`src/sv/ecc_pkg.sv`:
```
`default_nettype none
package ecc_pkg;

  typedef enum logic [2:0] {
    MODE_IDLE  = 3'd0,
    MODE_UP    = 3'd1,
    MODE_DOWN  = 3'd2,
    MODE_DOORS = 3'd3,
    MODE_EMERG = 3'd4
  } mode_e;

  typedef enum logic [1:0] {
    DIR_NONE = 2'd0,
    DIR_UP   = 2'd1,
    DIR_DOWN = 2'd2
  } dir_e;

  typedef enum logic [2:0] {
    ST_IDLE,
    ST_EXEC,
    ST_SCAN,
    ST_DISP,
    ST_DONE
  } state_e;

  localparam logic OP_TICK    = 1'b0;
  localparam logic OP_REQUEST = 1'b1;

  localparam int unsigned CFG_IDX_W = 2;
  localparam int unsigned CFG_DATA_W = 16;
  localparam int unsigned PERIOD_W = 16;
  localparam int unsigned DUTY_W = 7;

  localparam logic [CFG_IDX_W-1:0] CFG_TRAVEL_PERIOD = 2'd0;
  localparam logic [CFG_IDX_W-1:0] CFG_DOOR_PERIOD   = 2'd1;
  localparam logic [CFG_IDX_W-1:0] CFG_DUTY_FULL     = 2'd2;
  localparam logic [CFG_IDX_W-1:0] CFG_DUTY_STOP     = 2'd3;

  localparam logic [PERIOD_W-1:0] TRAVEL_PERIOD_RST = 16'd20;
  localparam logic [PERIOD_W-1:0] DOOR_PERIOD_RST   = 16'd30;
  localparam logic [DUTY_W-1:0]   DUTY_FULL_RST     = 7'd100;
  localparam logic [DUTY_W-1:0]   DUTY_STOP_RST     = 7'd0;

  typedef struct packed {
    logic load_in;
    logic exec;
    logic scan_step;
    logic dispatch;
    logic out_load;
  } cmd_t;

  typedef struct packed {
    logic need_scan;
    logic scan_last;
  } status_t;

  // A period of zero is loaded as one.
  function automatic logic [PERIOD_W-1:0] load_period(input logic [PERIOD_W-1:0] p);
    return (p == '0) ? PERIOD_W'(1) : p;
  endfunction

endpackage
`default_nettype wire

```
`src/sv/ecc_ctrl.sv`:
```
`default_nettype none
module ecc_ctrl (
  input  wire logic            clk_i,
  input  wire logic            rst_ni,
  input  wire logic            in_valid_i,
  output logic                 in_ready_o,
  output logic                 out_valid_o,
  input  wire logic            out_ready_i,
  input  wire ecc_pkg::status_t status_i,
  output ecc_pkg::cmd_t        cmd_o
);
  import ecc_pkg::*;

  state_e state_q, state_d;
  logic   out_valid_q, out_valid_d;
  logic   out_free;

  assign out_free = !out_valid_q || out_ready_i;

  always_comb begin
    state_d = state_q;
    case (state_q)
      ST_IDLE: begin
        if (in_valid_i) begin
          state_d = ST_EXEC;
        end
      end
      ST_EXEC: begin
        state_d = status_i.need_scan ? ST_SCAN : ST_DONE;
      end
      ST_SCAN: begin
        if (status_i.scan_last) begin
          state_d = ST_DISP;
        end
      end
      ST_DISP: begin
        state_d = ST_DONE;
      end
      ST_DONE: begin
        if (out_free) begin
          state_d = ST_IDLE;
        end
      end
      default: begin
        state_d = ST_IDLE;
      end
    endcase
  end

  always_comb begin
    cmd_o      = '0;
    in_ready_o = 1'b0;
    case (state_q)
      ST_IDLE: begin
        in_ready_o     = 1'b1;
        cmd_o.load_in  = in_valid_i;
      end
      ST_EXEC: begin
        cmd_o.exec = 1'b1;
      end
      ST_SCAN: begin
        cmd_o.scan_step = 1'b1;
      end
      ST_DISP: begin
        cmd_o.dispatch = 1'b1;
      end
      ST_DONE: begin
        cmd_o.out_load = out_free;
      end
      default: begin
        cmd_o = '0;
      end
    endcase
  end

  // The result register frees up as soon as its word is taken.
  always_comb begin
    out_valid_d = out_valid_q;
    if (cmd_o.out_load) begin
      out_valid_d = 1'b1;
    end else if (out_ready_i) begin
      out_valid_d = 1'b0;
    end
  end

  always_ff @(posedge clk_i or negedge rst_ni) begin
    if (!rst_ni) begin
      state_q     <= ST_IDLE;
      out_valid_q <= 1'b0;
    end else begin
      state_q     <= state_d;
      out_valid_q <= out_valid_d;
    end
  end

  assign out_valid_o = out_valid_q;

  a_accept_to_exec: assert property (@(posedge clk_i) disable iff (!rst_ni)
    (in_valid_i && in_ready_o) |=> (state_q == ST_EXEC))
    else $error("accepted word did not start execution");

  a_out_held: assert property (@(posedge clk_i) disable iff (!rst_ni)
    (out_valid_o && !out_ready_i) |=> out_valid_o)
    else $error("result word dropped before it was taken");

  a_scan_end: assert property (@(posedge clk_i) disable iff (!rst_ni)
    (state_q == ST_SCAN && status_i.scan_last) |=> (state_q == ST_DISP))
    else $error("request scan did not end in dispatch");

endmodule
`default_nettype wire

```
`src/sv/ecc_dpath.sv`:
```
`default_nettype none
module ecc_dpath #(
  parameter int unsigned NUM_FLOORS = 8
) (
  input  wire logic                         clk_i,
  input  wire logic                         rst_ni,
  input  wire ecc_pkg::cmd_t                cmd_i,
  output ecc_pkg::status_t                  status_o,
  input  wire logic                         cfg_we_i,
  input  wire logic [ecc_pkg::CFG_IDX_W-1:0]  cfg_index_i,
  input  wire logic [ecc_pkg::CFG_DATA_W-1:0] cfg_wdata_i,
  input  wire logic                         op_i,
  input  wire logic [3:0]                   floor_i,
  input  wire logic                         emergency_i,
  output logic [2:0]                        mode_o,
  output logic [1:0]                        direction_o,
  output logic [2:0]                        current_floor_o,
  output logic [2:0]                        target_floor_o,
  output logic [6:0]                        motor_duty_o,
  output logic [7:0]                        pending_mask_o
);
  import ecc_pkg::*;

  localparam int unsigned FW = (NUM_FLOORS > 1) ? $clog2(NUM_FLOORS) : 1;
  localparam logic [FW-1:0] LAST_FLOOR = FW'(NUM_FLOORS - 1);

  // Configuration registers.
  logic [PERIOD_W-1:0] travel_period_q, door_period_q;
  logic [DUTY_W-1:0]   duty_full_q, duty_stop_q;

  // Captured input word.
  logic       op_q, op_d;
  logic [3:0] floor_q, floor_d;
  logic       em_q, em_d;

  // Car state.
  mode_e               mode_q, mode_d;
  dir_e                dir_q, dir_d;
  logic [FW-1:0]       car_q, car_d;
  logic [FW-1:0]       goal_q, goal_d;
  logic [NUM_FLOORS-1:0] req_q, req_d;
  logic [PERIOD_W-1:0] travel_q, travel_d;
  logic [PERIOD_W-1:0] door_q, door_d;
  logic [DUTY_W-1:0]   duty_q, duty_d;

  // Nearest-request scan.
  logic [FW-1:0] idx_q, idx_d;
  logic [FW-1:0] best_q, best_d;
  logic [FW-1:0] best_dist_q, best_dist_d;
  logic          found_q, found_d;
  logic [FW-1:0] idx_dist;

  // Result registers.
  logic [2:0] mode_out_q, current_out_q, target_out_q;
  logic [1:0] dir_out_q;
  logic [6:0] duty_out_q;
  logic [7:0] pend_out_q;

  logic [FW-1:0]         car_step;
  logic                  req_in_range;
  logic [FW+2:0]         car_ext, goal_ext;
  logic [NUM_FLOORS+7:0] req_ext;

  assign req_in_range = ({1'b0, floor_q} < 5'(NUM_FLOORS));
  assign car_step = (mode_q == MODE_UP) ? (car_q + FW'(1)) :
                    ((car_q != '0) ? (car_q - FW'(1)) : car_q);
  assign idx_dist = (car_q > idx_q) ? (car_q - idx_q) : (idx_q - car_q);

  assign status_o.need_scan = (op_q == OP_TICK) && !em_q && (req_q != '0) &&
                              ((mode_q == MODE_IDLE) ||
                               (mode_q == MODE_DOORS && door_q == PERIOD_W'(1)));
  assign status_o.scan_last = (idx_q == LAST_FLOOR);

  always_ff @(posedge clk_i or negedge rst_ni) begin
    if (!rst_ni) begin
      travel_period_q <= TRAVEL_PERIOD_RST;
      door_period_q   <= DOOR_PERIOD_RST;
      duty_full_q     <= DUTY_FULL_RST;
      duty_stop_q     <= DUTY_STOP_RST;
    end else if (cfg_we_i) begin
      case (cfg_index_i)
        CFG_TRAVEL_PERIOD: travel_period_q <= cfg_wdata_i;
        CFG_DOOR_PERIOD:   door_period_q   <= cfg_wdata_i;
        CFG_DUTY_FULL:     duty_full_q     <= cfg_wdata_i[DUTY_W-1:0];
        CFG_DUTY_STOP:     duty_stop_q     <= cfg_wdata_i[DUTY_W-1:0];
        default: begin
        end
      endcase
    end
  end

  always_comb begin
    op_d        = op_q;
    floor_d     = floor_q;
    em_d        = em_q;
    mode_d      = mode_q;
    dir_d       = dir_q;
    car_d       = car_q;
    goal_d      = goal_q;
    req_d       = req_q;
    travel_d    = travel_q;
    door_d      = door_q;
    duty_d      = duty_q;
    idx_d       = idx_q;
    best_d      = best_q;
    best_dist_d = best_dist_q;
    found_d     = found_q;

    if (cmd_i.load_in) begin
      op_d    = op_i;
      floor_d = floor_i;
      em_d    = emergency_i;
    end

    if (cmd_i.exec) begin
      idx_d   = '0;
      found_d = 1'b0;
      if (op_q == OP_REQUEST) begin
        if (req_in_range) begin
          req_d[floor_q[FW-1:0]] = 1'b1;
        end
      end else if (em_q) begin
        mode_d = MODE_EMERG;
        dir_d  = DIR_NONE;
        duty_d = duty_stop_q;
      end else begin
        case (mode_q)
          MODE_UP, MODE_DOWN: begin
            if (travel_q != '0) begin
              travel_d = travel_q - PERIOD_W'(1);
              if (travel_q == PERIOD_W'(1)) begin
                car_d = car_step;
                if (car_step == goal_q) begin
                  req_d[car_step] = 1'b0;
                  mode_d = MODE_DOORS;
                  dir_d  = DIR_NONE;
                  duty_d = duty_stop_q;
                  door_d = load_period(door_period_q);
                end else begin
                  travel_d = load_period(travel_period_q);
                end
              end
            end
          end
          MODE_DOORS: begin
            if (door_q != '0) begin
              door_d = door_q - PERIOD_W'(1);
              // With requests pending, the scan and dispatch follow instead.
              if (door_q == PERIOD_W'(1) && req_q == '0) begin
                mode_d = MODE_IDLE;
                dir_d  = DIR_NONE;
              end
            end
          end
          MODE_EMERG: begin
            duty_d = duty_stop_q;
          end
          default: begin
          end
        endcase
      end
    end

    // Strict compare keeps the lowest floor on a tie.
    if (cmd_i.scan_step) begin
      if (req_q[idx_q] && (!found_q || idx_dist < best_dist_q)) begin
        best_d      = idx_q;
        best_dist_d = idx_dist;
        found_d     = 1'b1;
      end
      idx_d = idx_q + FW'(1);
    end

    if (cmd_i.dispatch) begin
      goal_d = best_q;
      if (best_q > car_q) begin
        mode_d   = MODE_UP;
        dir_d    = DIR_UP;
        duty_d   = duty_full_q;
        travel_d = load_period(travel_period_q);
      end else if (best_q < car_q) begin
        mode_d   = MODE_DOWN;
        dir_d    = DIR_DOWN;
        duty_d   = duty_full_q;
        travel_d = load_period(travel_period_q);
      end else begin
        req_d[car_q] = 1'b0;
        mode_d = MODE_DOORS;
        dir_d  = DIR_NONE;
        duty_d = duty_stop_q;
        door_d = load_period(door_period_q);
      end
    end
  end

  always_ff @(posedge clk_i or negedge rst_ni) begin
    if (!rst_ni) begin
      mode_q      <= MODE_IDLE;
      dir_q       <= DIR_NONE;
      car_q       <= '0;
      goal_q      <= '0;
      req_q       <= '0;
      travel_q    <= '0;
      door_q      <= '0;
      duty_q      <= DUTY_STOP_RST;
      idx_q       <= '0;
      best_q      <= '0;
      best_dist_q <= '0;
      found_q     <= 1'b0;
    end else begin
      mode_q      <= mode_d;
      dir_q       <= dir_d;
      car_q       <= car_d;
      goal_q      <= goal_d;
      req_q       <= req_d;
      travel_q    <= travel_d;
      door_q      <= door_d;
      duty_q      <= duty_d;
      idx_q       <= idx_d;
      best_q      <= best_d;
      best_dist_q <= best_dist_d;
      found_q     <= found_d;
    end
  end

  always_ff @(posedge clk_i) begin
    op_q    <= op_d;
    floor_q <= floor_d;
    em_q    <= em_d;
  end

  assign car_ext  = {3'b000, car_q};
  assign goal_ext = {3'b000, goal_q};
  assign req_ext  = {8'h00, req_q};

  always_ff @(posedge clk_i) begin
    if (cmd_i.out_load) begin
      mode_out_q    <= mode_q;
      dir_out_q     <= dir_q;
      current_out_q <= car_ext[2:0];
      target_out_q  <= goal_ext[2:0];
      duty_out_q    <= duty_q;
      pend_out_q    <= req_ext[7:0];
    end
  end

  assign mode_o          = mode_out_q;
  assign direction_o     = dir_out_q;
  assign current_floor_o = current_out_q;
  assign target_floor_o  = target_out_q;
  assign motor_duty_o    = duty_out_q;
  assign pending_mask_o  = pend_out_q;

  a_emerg_sticky: assert property (@(posedge clk_i) disable iff (!rst_ni)
    (mode_q == MODE_EMERG) |=> (mode_q == MODE_EMERG))
    else $error("emergency mode left without reset");

  a_car_in_range: assert property (@(posedge clk_i) disable iff (!rst_ni)
    ({1'b0, car_q} < (FW+1)'(NUM_FLOORS)) && ({1'b0, goal_q} < (FW+1)'(NUM_FLOORS)))
    else $error("car or goal floor outside the shaft");

  a_dir_follows_mode: assert property (@(posedge clk_i) disable iff (!rst_ni)
    ((mode_q == MODE_UP) == (dir_q == DIR_UP)) &&
    ((mode_q == MODE_DOWN) == (dir_q == DIR_DOWN)))
    else $error("direction does not match the travel mode");

endmodule
`default_nettype wire

```
`src/sv/elevator_car_controller.sv`:
```
`default_nettype none
// Controller for one elevator car. Each input word is either a tick or a floor
// request, and each yields exactly one result word with the car state after it.
// A request or an ordinary tick is executed and its result registered. A tick
// that picks a new target also runs a scan for the nearest pending floor, which
// looks at one floor per cycle, before dispatch. One word is processed at a time;
// the next word is accepted while the previous result still waits in the output
// register, and a result that is not taken holds the following word's result
// back. Configuration writes belong in idle periods only.
module elevator_car_controller #(
  parameter int unsigned NUM_FLOORS = 8
) (
  input  wire logic                           clk_i,
  input  wire logic                           rst_ni,
  input  wire logic                           cfg_we_i,
  input  wire logic [ecc_pkg::CFG_IDX_W-1:0]  cfg_index_i,
  input  wire logic [ecc_pkg::CFG_DATA_W-1:0] cfg_wdata_i,
  input  wire logic                           in_valid_i,
  output logic                                in_ready_o,
  input  wire logic                           op_i,
  input  wire logic [3:0]                     floor_i,
  input  wire logic                           emergency_i,
  output logic                                out_valid_o,
  input  wire logic                           out_ready_i,
  output logic [2:0]                          mode_o,
  output logic [1:0]                          direction_o,
  output logic [2:0]                          current_floor_o,
  output logic [2:0]                          target_floor_o,
  output logic [6:0]                          motor_duty_o,
  output logic [7:0]                          pending_mask_o
);
  import ecc_pkg::*;

  cmd_t    cmd;
  status_t status;

  ecc_ctrl u_ctrl (
    .clk_i       (clk_i),
    .rst_ni      (rst_ni),
    .in_valid_i  (in_valid_i),
    .in_ready_o  (in_ready_o),
    .out_valid_o (out_valid_o),
    .out_ready_i (out_ready_i),
    .status_i    (status),
    .cmd_o       (cmd)
  );

  ecc_dpath #(
    .NUM_FLOORS (NUM_FLOORS)
  ) u_dpath (
    .clk_i           (clk_i),
    .rst_ni          (rst_ni),
    .cmd_i           (cmd),
    .status_o        (status),
    .cfg_we_i        (cfg_we_i),
    .cfg_index_i     (cfg_index_i),
    .cfg_wdata_i     (cfg_wdata_i),
    .op_i            (op_i),
    .floor_i         (floor_i),
    .emergency_i     (emergency_i),
    .mode_o          (mode_o),
    .direction_o     (direction_o),
    .current_floor_o (current_floor_o),
    .target_floor_o  (target_floor_o),
    .motor_duty_o    (motor_duty_o),
    .pending_mask_o  (pending_mask_o)
  );

endmodule
`default_nettype wire
```
`config.mk`:
```
export PLATFORM = sky130hd
export DESIGN_NAME = elevator_car_controller
export DESIGN_NICKNAME = d
export VERILOG_FILES = /design/src/sv/ecc_pkg.sv /design/src/sv/ecc_ctrl.sv /design/src/sv/ecc_dpath.sv /design/src/sv/elevator_car_controller.sv
export SDC_FILE = /design/constraint.sdc
export NUM_CORES = 1
export LEC_CHECK = 0
export BUFFER_PORTS_ARGS = -buffer_cell sky130_fd_sc_hd__buf_2
export CORE_MARGIN = 2
export CORE_UTILIZATION = 35
export CTS_CLUSTER_SIZE = 40
export DETAILED_ROUTE_END_ITERATION = 12
export GPL_TIMING_DRIVEN = 0
export MAX_ROUTING_LAYER = met4
export SLEW_MARGIN = 5
export SYNTH_ARGS = -nofsm -noshare
export SYNTH_HDL_FRONTEND = slang
export SYNTH_HIERARCHICAL = 1
export SYNTH_SLANG_ARGS = --single-unit
export TNS_END_PERCENT = 5
```
`constraint.sdc`:
```
create_clock -name clk_i -period 3.3 [get_ports clk_i]
set_input_delay 0.495 -clock clk_i [delete_from_list [all_inputs] [get_ports clk_i]]
set_output_delay 0.495 -clock clk_i [all_outputs]
set_load 0.02 [all_outputs]
```
# After elaboration in Yosys (flattened, before gate mapping)
# Cells that the tools add are included.
[classes]
reduce_logical = 40
n_bitwise = 7
mux = 97
eq_ne = 24
magnitude_cmp = 12
addsub = 7
[op_table]
columns = ["cell", "count"]
rows = [
  ["$mux 16", 22],
  ["$mux 8", 11],
  ["$mux 7", 9],
  ["$mux 3", 19],
  ["$eq 16x1->1 const B", 2],
  ["$logic_not 16->1", 2],
  ["$pmux 16 s2", 1],
  ["$reduce_bool 16->1", 2],
  ["$sub 16x1->16 const B", 2],
  ["$mux 2", 11],
  ["$and 8x8->8", 2],
  ["$lt 3x4->1 const B", 4],
  ["$mux 1", 16],
  ["$not 8->8", 2],
  ["$pmux 3 s5", 1],
  ["$pmux 7 s2", 1],
  ["$eq 3x2->1 const B", 4],
  ["$ne 4x2->1 const B", 3],
  ["$reduce_and 6->1", 2],
  ["$reduce_and 2->1", 5],
  ["$demux 1 s3", 3],
  ["$eq 3x3->1 const B", 3],
  ["$ge 3x1->1 const B", 3],
  ["$logic_and 1x1->1", 9],
  ["other kinds (30)", 48],
]
[totals]
word_cells = 214
regBits = 150
output_inout_bits = 28

# Depth between registers and ports, before layout
[logic_depth]
word_depth = 20
mapped_depth = 17
ltp_nobuf = 15

# By module
# The synthesis kept the hierarchy.
[modules_own_cells]
columns = ["module", "area_per_inst_um2", "seq_area_each_um2", "n_inst", "cells_per_inst"]
rows = [
  ["ecc_dpath", 7741.2, 3824.9, 1, 712],
  ["ecc_ctrl", 245.2, 100.1, 1, 24],
]

# Worst setup path after synthesis
# Ideal clock, no wire load.
[synth_timing]
path_kind = "register to register"
startpoint = "reg u_dpath.car_q[0]"
endpoint = "reg u_dpath.best_dist_q[2]"
t_arrival_ns = 3.389
n_path_buf = 2
stages_incl_launch_ff = 17
t_required_ns = 3.175
period_less_slack_ns = 3.514
path_slack_ns = -0.214
setup_ns = 0.125
cell_sequence = "dfrtp_1 > clkbuf_1 > inv_1 > ha_1 > inv_1 > a21o_1 > a21oi_1 > a31oi_1 > mux2_2 > ha_1 > a21boi_0 > o21ai_0 > nand2b_1 > a21oi_1 > o21a_1 > clkbuf_1 > mux2_2"
[synth_between]
elab_chain_len = 6
word_cells_on_any_way = 8
classes_between = "add/sub: 2; order compare: 2; mux: 1; reduce/logical: 3"
[synth_rtl]
columns = ["item", "line_no", "rtl"]
rows = [
  ["start, declared", "ecc_dpath.sv:39", "logic [FW-1:0] car_q, car_d;"],
  ["start signal, assigned", "ecc_dpath.sv:213", "car_q <= car_d;"],
  ["$sub 3x3->3 or $gt 3x3->1 (tied branches)", "ecc_dpath.sv:67", "assign idx_dist = (car_q > idx_q) ? (car_q - idx_q) : (idx_q - car_q);"],
  ["$mux 3 *", "ecc_dpath.sv:67", ""],
  ["via u_dpath.idx_dist[1]", "ecc_dpath.sv:51", "logic [FW-1:0] idx_dist;"],
  ["$lt 3x3->1 *", "ecc_dpath.sv:166", "if (req_q[idx_q] && (!found_q || idx_dist < best_dist_q)) begin"],
  ["$logic_or 1x1->1 *", "ecc_dpath.sv:166", ""],
  ["$logic_and 1x1->1 *", "ecc_dpath.sv:166", ""],
  ["$reduce_and 2->1 (no line) *", "-", ""],
  ["end signal, assigned", "ecc_dpath.sv:221", "best_dist_q <= best_dist_d;"],
  ["end, declared", "ecc_dpath.sv:49", "logic [FW-1:0] best_dist_q, best_dist_d;"],
]
# The timed path passes the listed nets; every way through them passes the cells marked *.
# A chain may end at the register's enable or synchronous reset.

# Worst setup path after layout
[layout_timing]
startpoint = "reg u_dpath.car_q[0]"
endpoint = "reg u_dpath.best_q[1]"
[layout_between]
elab_chain_len = 6
word_cells_on_any_way = 8
classes_between = "add/sub: 2; order compare: 2; mux: 1; reduce/logical: 3"
[layout_rtl]
columns = ["item", "line_no", "rtl"]
rows = [
  ["$sub 3x3->3 or $gt 3x3->1 (tied branches)", "ecc_dpath.sv:67", ""],
  ["$mux 3 *", "ecc_dpath.sv:67", ""],
  ["via u_dpath.idx_dist[1]", "ecc_dpath.sv:51", ""],
  ["$lt 3x3->1 *", "ecc_dpath.sv:166", ""],
  ["$logic_or 1x1->1 *", "ecc_dpath.sv:166", ""],
  ["$logic_and 1x1->1 *", "ecc_dpath.sv:166", ""],
  ["$reduce_and 2->1 (no line) *", "-", ""],
  ["end signal, assigned", "ecc_dpath.sv:220", "best_q <= best_d;"],
  ["end, declared", "ecc_dpath.sv:48", "logic [FW-1:0] best_q, best_d;"],
]
# Marks and branches as above.

==> results.md <==
- Status: complete, but fails checks
- Failing checks: negative hold slack
- Post-route cell area: ~9400 um2
- VDD IR max: 277 uV
- Sequence of cells on the critical path: buf_8, clkinvlp_4, ha_2, inv_2, a21o_1, a21oi_1, a31oi_2, mux2_4, ha_1, a21boi_0, o21ai_1, nand2b_1, a21oi_2, o21a_1, buf_6, mux2_2
- Area growth from synthesis to layout: 18.3%
- Distinct cells, synth: 83
- Most common cell in the netlist: dfrtp_1
- Clk Tree Root Cell: clkbuf_16
- Highest Clock Rate: ~310 MHz
- Placed Area: 8660 um2
- Yosys top cell by area: dfrtp_1
- Place WS: -0.518 ns
- Min-Delay Path Class: in -> async
- Worst-Skew Late Latency: around 0.44 ns
- Worst EP required: roughly 3.6 ns
- CP max-delay cell: dfrtp_2
- Worst Path Max Fanout: 9
- Port Buf Inserts: between 50 and 60
- Crit path buffers/inverters: 4
- CTS Hold Buffers Added: 0
- Clock sink count: 150
- Mapped Cells: 736
- Final setup viols: 0
- DR WL/cell: 18.3 um
- Worst-case reg-to-reg path depth: 16
- Final critical-path share of the clock period: 0.972
- Crit path time final: 3.21 ns
- # placed instances: 1078
- CP Depth: 16
- Top_reg_cell synth: dfrtp_1
- Critical R2R Launch: u_dpath/car_q[0]
- FP Rows: 55
- DIE WIDTH: 155 um
- Max_cap viols: 0
- Clock transition at path regs: approximately 0.060 ns
- Number of routed nets with antenna violations: 0
- GPL Wtd Cong: just over 0.9
- Vias per cell: 5.60
- Power Density: 670 nW/um2
- Hpwl dp: 14400 um
- Crit path launch type: flip-flop
- Tightest Pin Transition: 0.894 ns
- Critical path endpoint: u_dpath/best_q[1]
- Fraction of registers with async set/reset: 0.787
- Post-synth EDFFs: 32
- H-tree levels: 4
- Worst relative slew slack: 0.397
- Crit path kind: reg -> reg
- Die Ht: 155 um
- Overall routed net length: 20500 um
- Final Skew: between 0.015 and 0.02 ns
- Clock buffer depth: 2
- Leak pwr: 3.96 nW
- Total die area: roughly 24000 um2
- Pwr Total: 6.33 mW
- Final critical-path setup slack: 0.0931 ns
- Layout fillers: 2175
- Worst path top cell family by delay: compound AO/OA/AOI/OAI gates
- Grt ovf: 0
- Yosys Warn Count: 6
- Worst r2r dst: u_dpath/best_q[1]
- Finished Layout Cells: 1123
- First-pass GRT wire length: approximately 33000 um
- Finished Core Util: 0.420
- Worst hold slack: -0.000575 ns
- Ratio of cells with drive above 1 in the final layout: 0.278
- CTS tree: done
- Synthesized area: 7990 um2
- Yosys top cell area share: 0.342
- Vias: about 6300
- Initial DRC Count: 495
- Post-route DRC: 0
- Largest net degree at the start of global routing: 76
- Worst setup path start: u_dpath/car_q[0]
- Post-synthesis register bit count: 150
- Mapped Nets: just under 800
- WP data arrival: approximately 3.5 ns
- Setup TNS: 0 ns
- R2R Setup Slk: a little over 0.09 ns
- Initial core utilization: 0.355
- TritonCTS buffer count: 17
- Crit. End Element: flip-flop
- Slew Limit Fails: 0
- Top cells by area, synth: dfrtp_1, edfxtp_1, mux2_2
- Core Area: ~23000 um2
- Nets: 877
- GR Util All Layers: 0.180
- Sequential element share of the synthesized area: 0.491
- Slowest Stage Delay on Critical Path: ~0.43 ns
- RSZ-0062 raised after global routing: yes
- Antenna violations before repair: 0
- Top cells by count, synth: dfrtp_1, mux2_2, nand2_1, o21ai_0, nor3_1
- Number of global-route vias before repair: about 6000
- Number of inserted diodes: 0
- Avg Cell Area, Syn: 10.9 um2
- Top Ports: 57
- Final hold vios: 1
- Initial DRT Pass Iterations: 5
kinds of logic (layout without fill, tap and decap cells):
| kind of cell | after synthesis | after routing | synth area share |
|---|---|---|---|
| AND/OR/NAND/NOR | 235 | 235 | 0.159 |
| AO/OA/AOI/OAI | 169 | 169 | 0.144 |
| flip-flops | 150 | 150 | 0.491 |
| multiplexers | 80 | 80 | 0.118 |
| buffers and inverters | 63 | 165 | 0.0323 |
| adder cells (fa/ha/maj) | 23 | 23 | 0.0379 |
| XOR/XNOR | 16 | 16 | 0.0175 |
placed cells by master (no fill, tap or decap), types with 7 or more instances in the layout:
cell type / n
dfrtp_1: 106
or3_1: 9
and3_1: 7
mux2_2: 63
nand3_1: 16
edfxtp_1: 32
dfstp_2: 9
nor4_1: 16
a21o_1: 8
buf_2: 61
a21oi_1: 28
o21ai_0: 46
buf_4: 15
clkbuf_1: 12
inv_1: 28
nand2b_1: 7
nor2_1: 36
and2_1: 7
xnor2_1: 8
mux2_4: 8
nor3b_1: 11
nor3_1: 38
ha_1: 20
o31ai_1: 7
clkbuf_16: 17
xor2_1: 8
nand2_1: 53
routing by layer:
| metal | part of all wire | up-vias | global-route usage |
|---|---|---|---|
| li1 | - | 2935 | - |
| met1 | 0.47 | 3119 | 0.247 |
| met5 | 0 | - | - |
| met2 | 0.46 | 203 | 0.267 |
| met3 | 0.048 | 33 | 0.0295 |
| met4 | 0.024 | 0 | 0.0701 |
where the power goes:
group          total (mW)  internal [mW]  leakage (nW)  switching (mW)
logic                1.66          0.693          1.87           0.968
registers            2.69           2.37          1.80           0.326
clock network        1.97           1.13         0.292           0.842
registers in the layout, indices dropped and copies added (netlist names), 2 cells and up:
name and flops:
u_dpath/motor_duty_o 7, u_ctrl/state_q 3, u_dpath/car_q 3, u_dpath/pending_mask_o 8
u_dpath/floor_q 4, u_dpath/best_dist_q 3, u_dpath/dir_q 2, u_dpath/idx_q 3
u_dpath/mode_q 3, u_dpath/duty_stop_q 7, u_dpath/best_q 3, u_dpath/travel_period_q 16
u_dpath/duty_q 7, u_dpath/door_q 16, u_dpath/req_q 8, u_dpath/door_period_q 16
u_dpath/direction_o 2, u_dpath/mode_o 3, u_dpath/goal_q 3, u_dpath/duty_full_q 7
u_dpath/target_floor_o 3, u_dpath/current_floor_o 3, u_dpath/travel_q 16
worst min-delay path by stage:
stage                                 start                       to  slack [ns]
after floorplan                      rst_ni       u_ctrl/out_valid_o        0.20
after global placement     u_dpath/dir_q[0]   u_dpath/direction_o[0]        0.44
after detailed placement  u_dpath/duty_q[2]  u_dpath/motor_duty_o[2]        0.44
after CTS                            rst_ni       u_dpath/door_q[14]       0.001
after global routing                 rst_ni        u_dpath/door_q[2]        0.03
final                                rst_ni       u_ctrl/out_valid_o     -0.0006
worst register-to-register path, cell delays in order (launching register included):
cell	delay, ns
dfrtp_2	0.43
buf_8	0.15
clkinvlp_4	0.08
ha_2	0.17
inv_2	0.05
a21o_1	0.16
a21oi_1	0.20
a31oi_2	0.08
mux2_4	0.33
ha_1	0.28
a21boi_0	0.12
o21ai_1	0.13
nand2b_1	0.09
a21oi_2	0.20
o21a_1	0.17
buf_6	0.13
mux2_2	0.33
repair_timing:
action / 4_1_cts / 5_1_grt
cloned: 0 / 1
setup endpoints to repair: 49 / 39
setup buffers: 10 / 2
pin swaps: 1 / 1
resized for setup: 18 / 20
cell type report:
type | instances | area, um2 | share of cell area
Sequential cell | 150 | 3930 | 0.416
Clock inverter | 15 | 165 | 0.0175
Inverter | 32 | 128 | 0.0135
Multi-Input combinational cell | 523 | 3860 | 0.409
Clock buffer | 17 | 425 | 0.0450
Buffer | 31 | 168 | 0.0178
Timing Repair Buffer | 70 | 409 | 0.0433
Tap cell | 285 | 357 | 0.0378
Power figures use the tool's default switching activity.
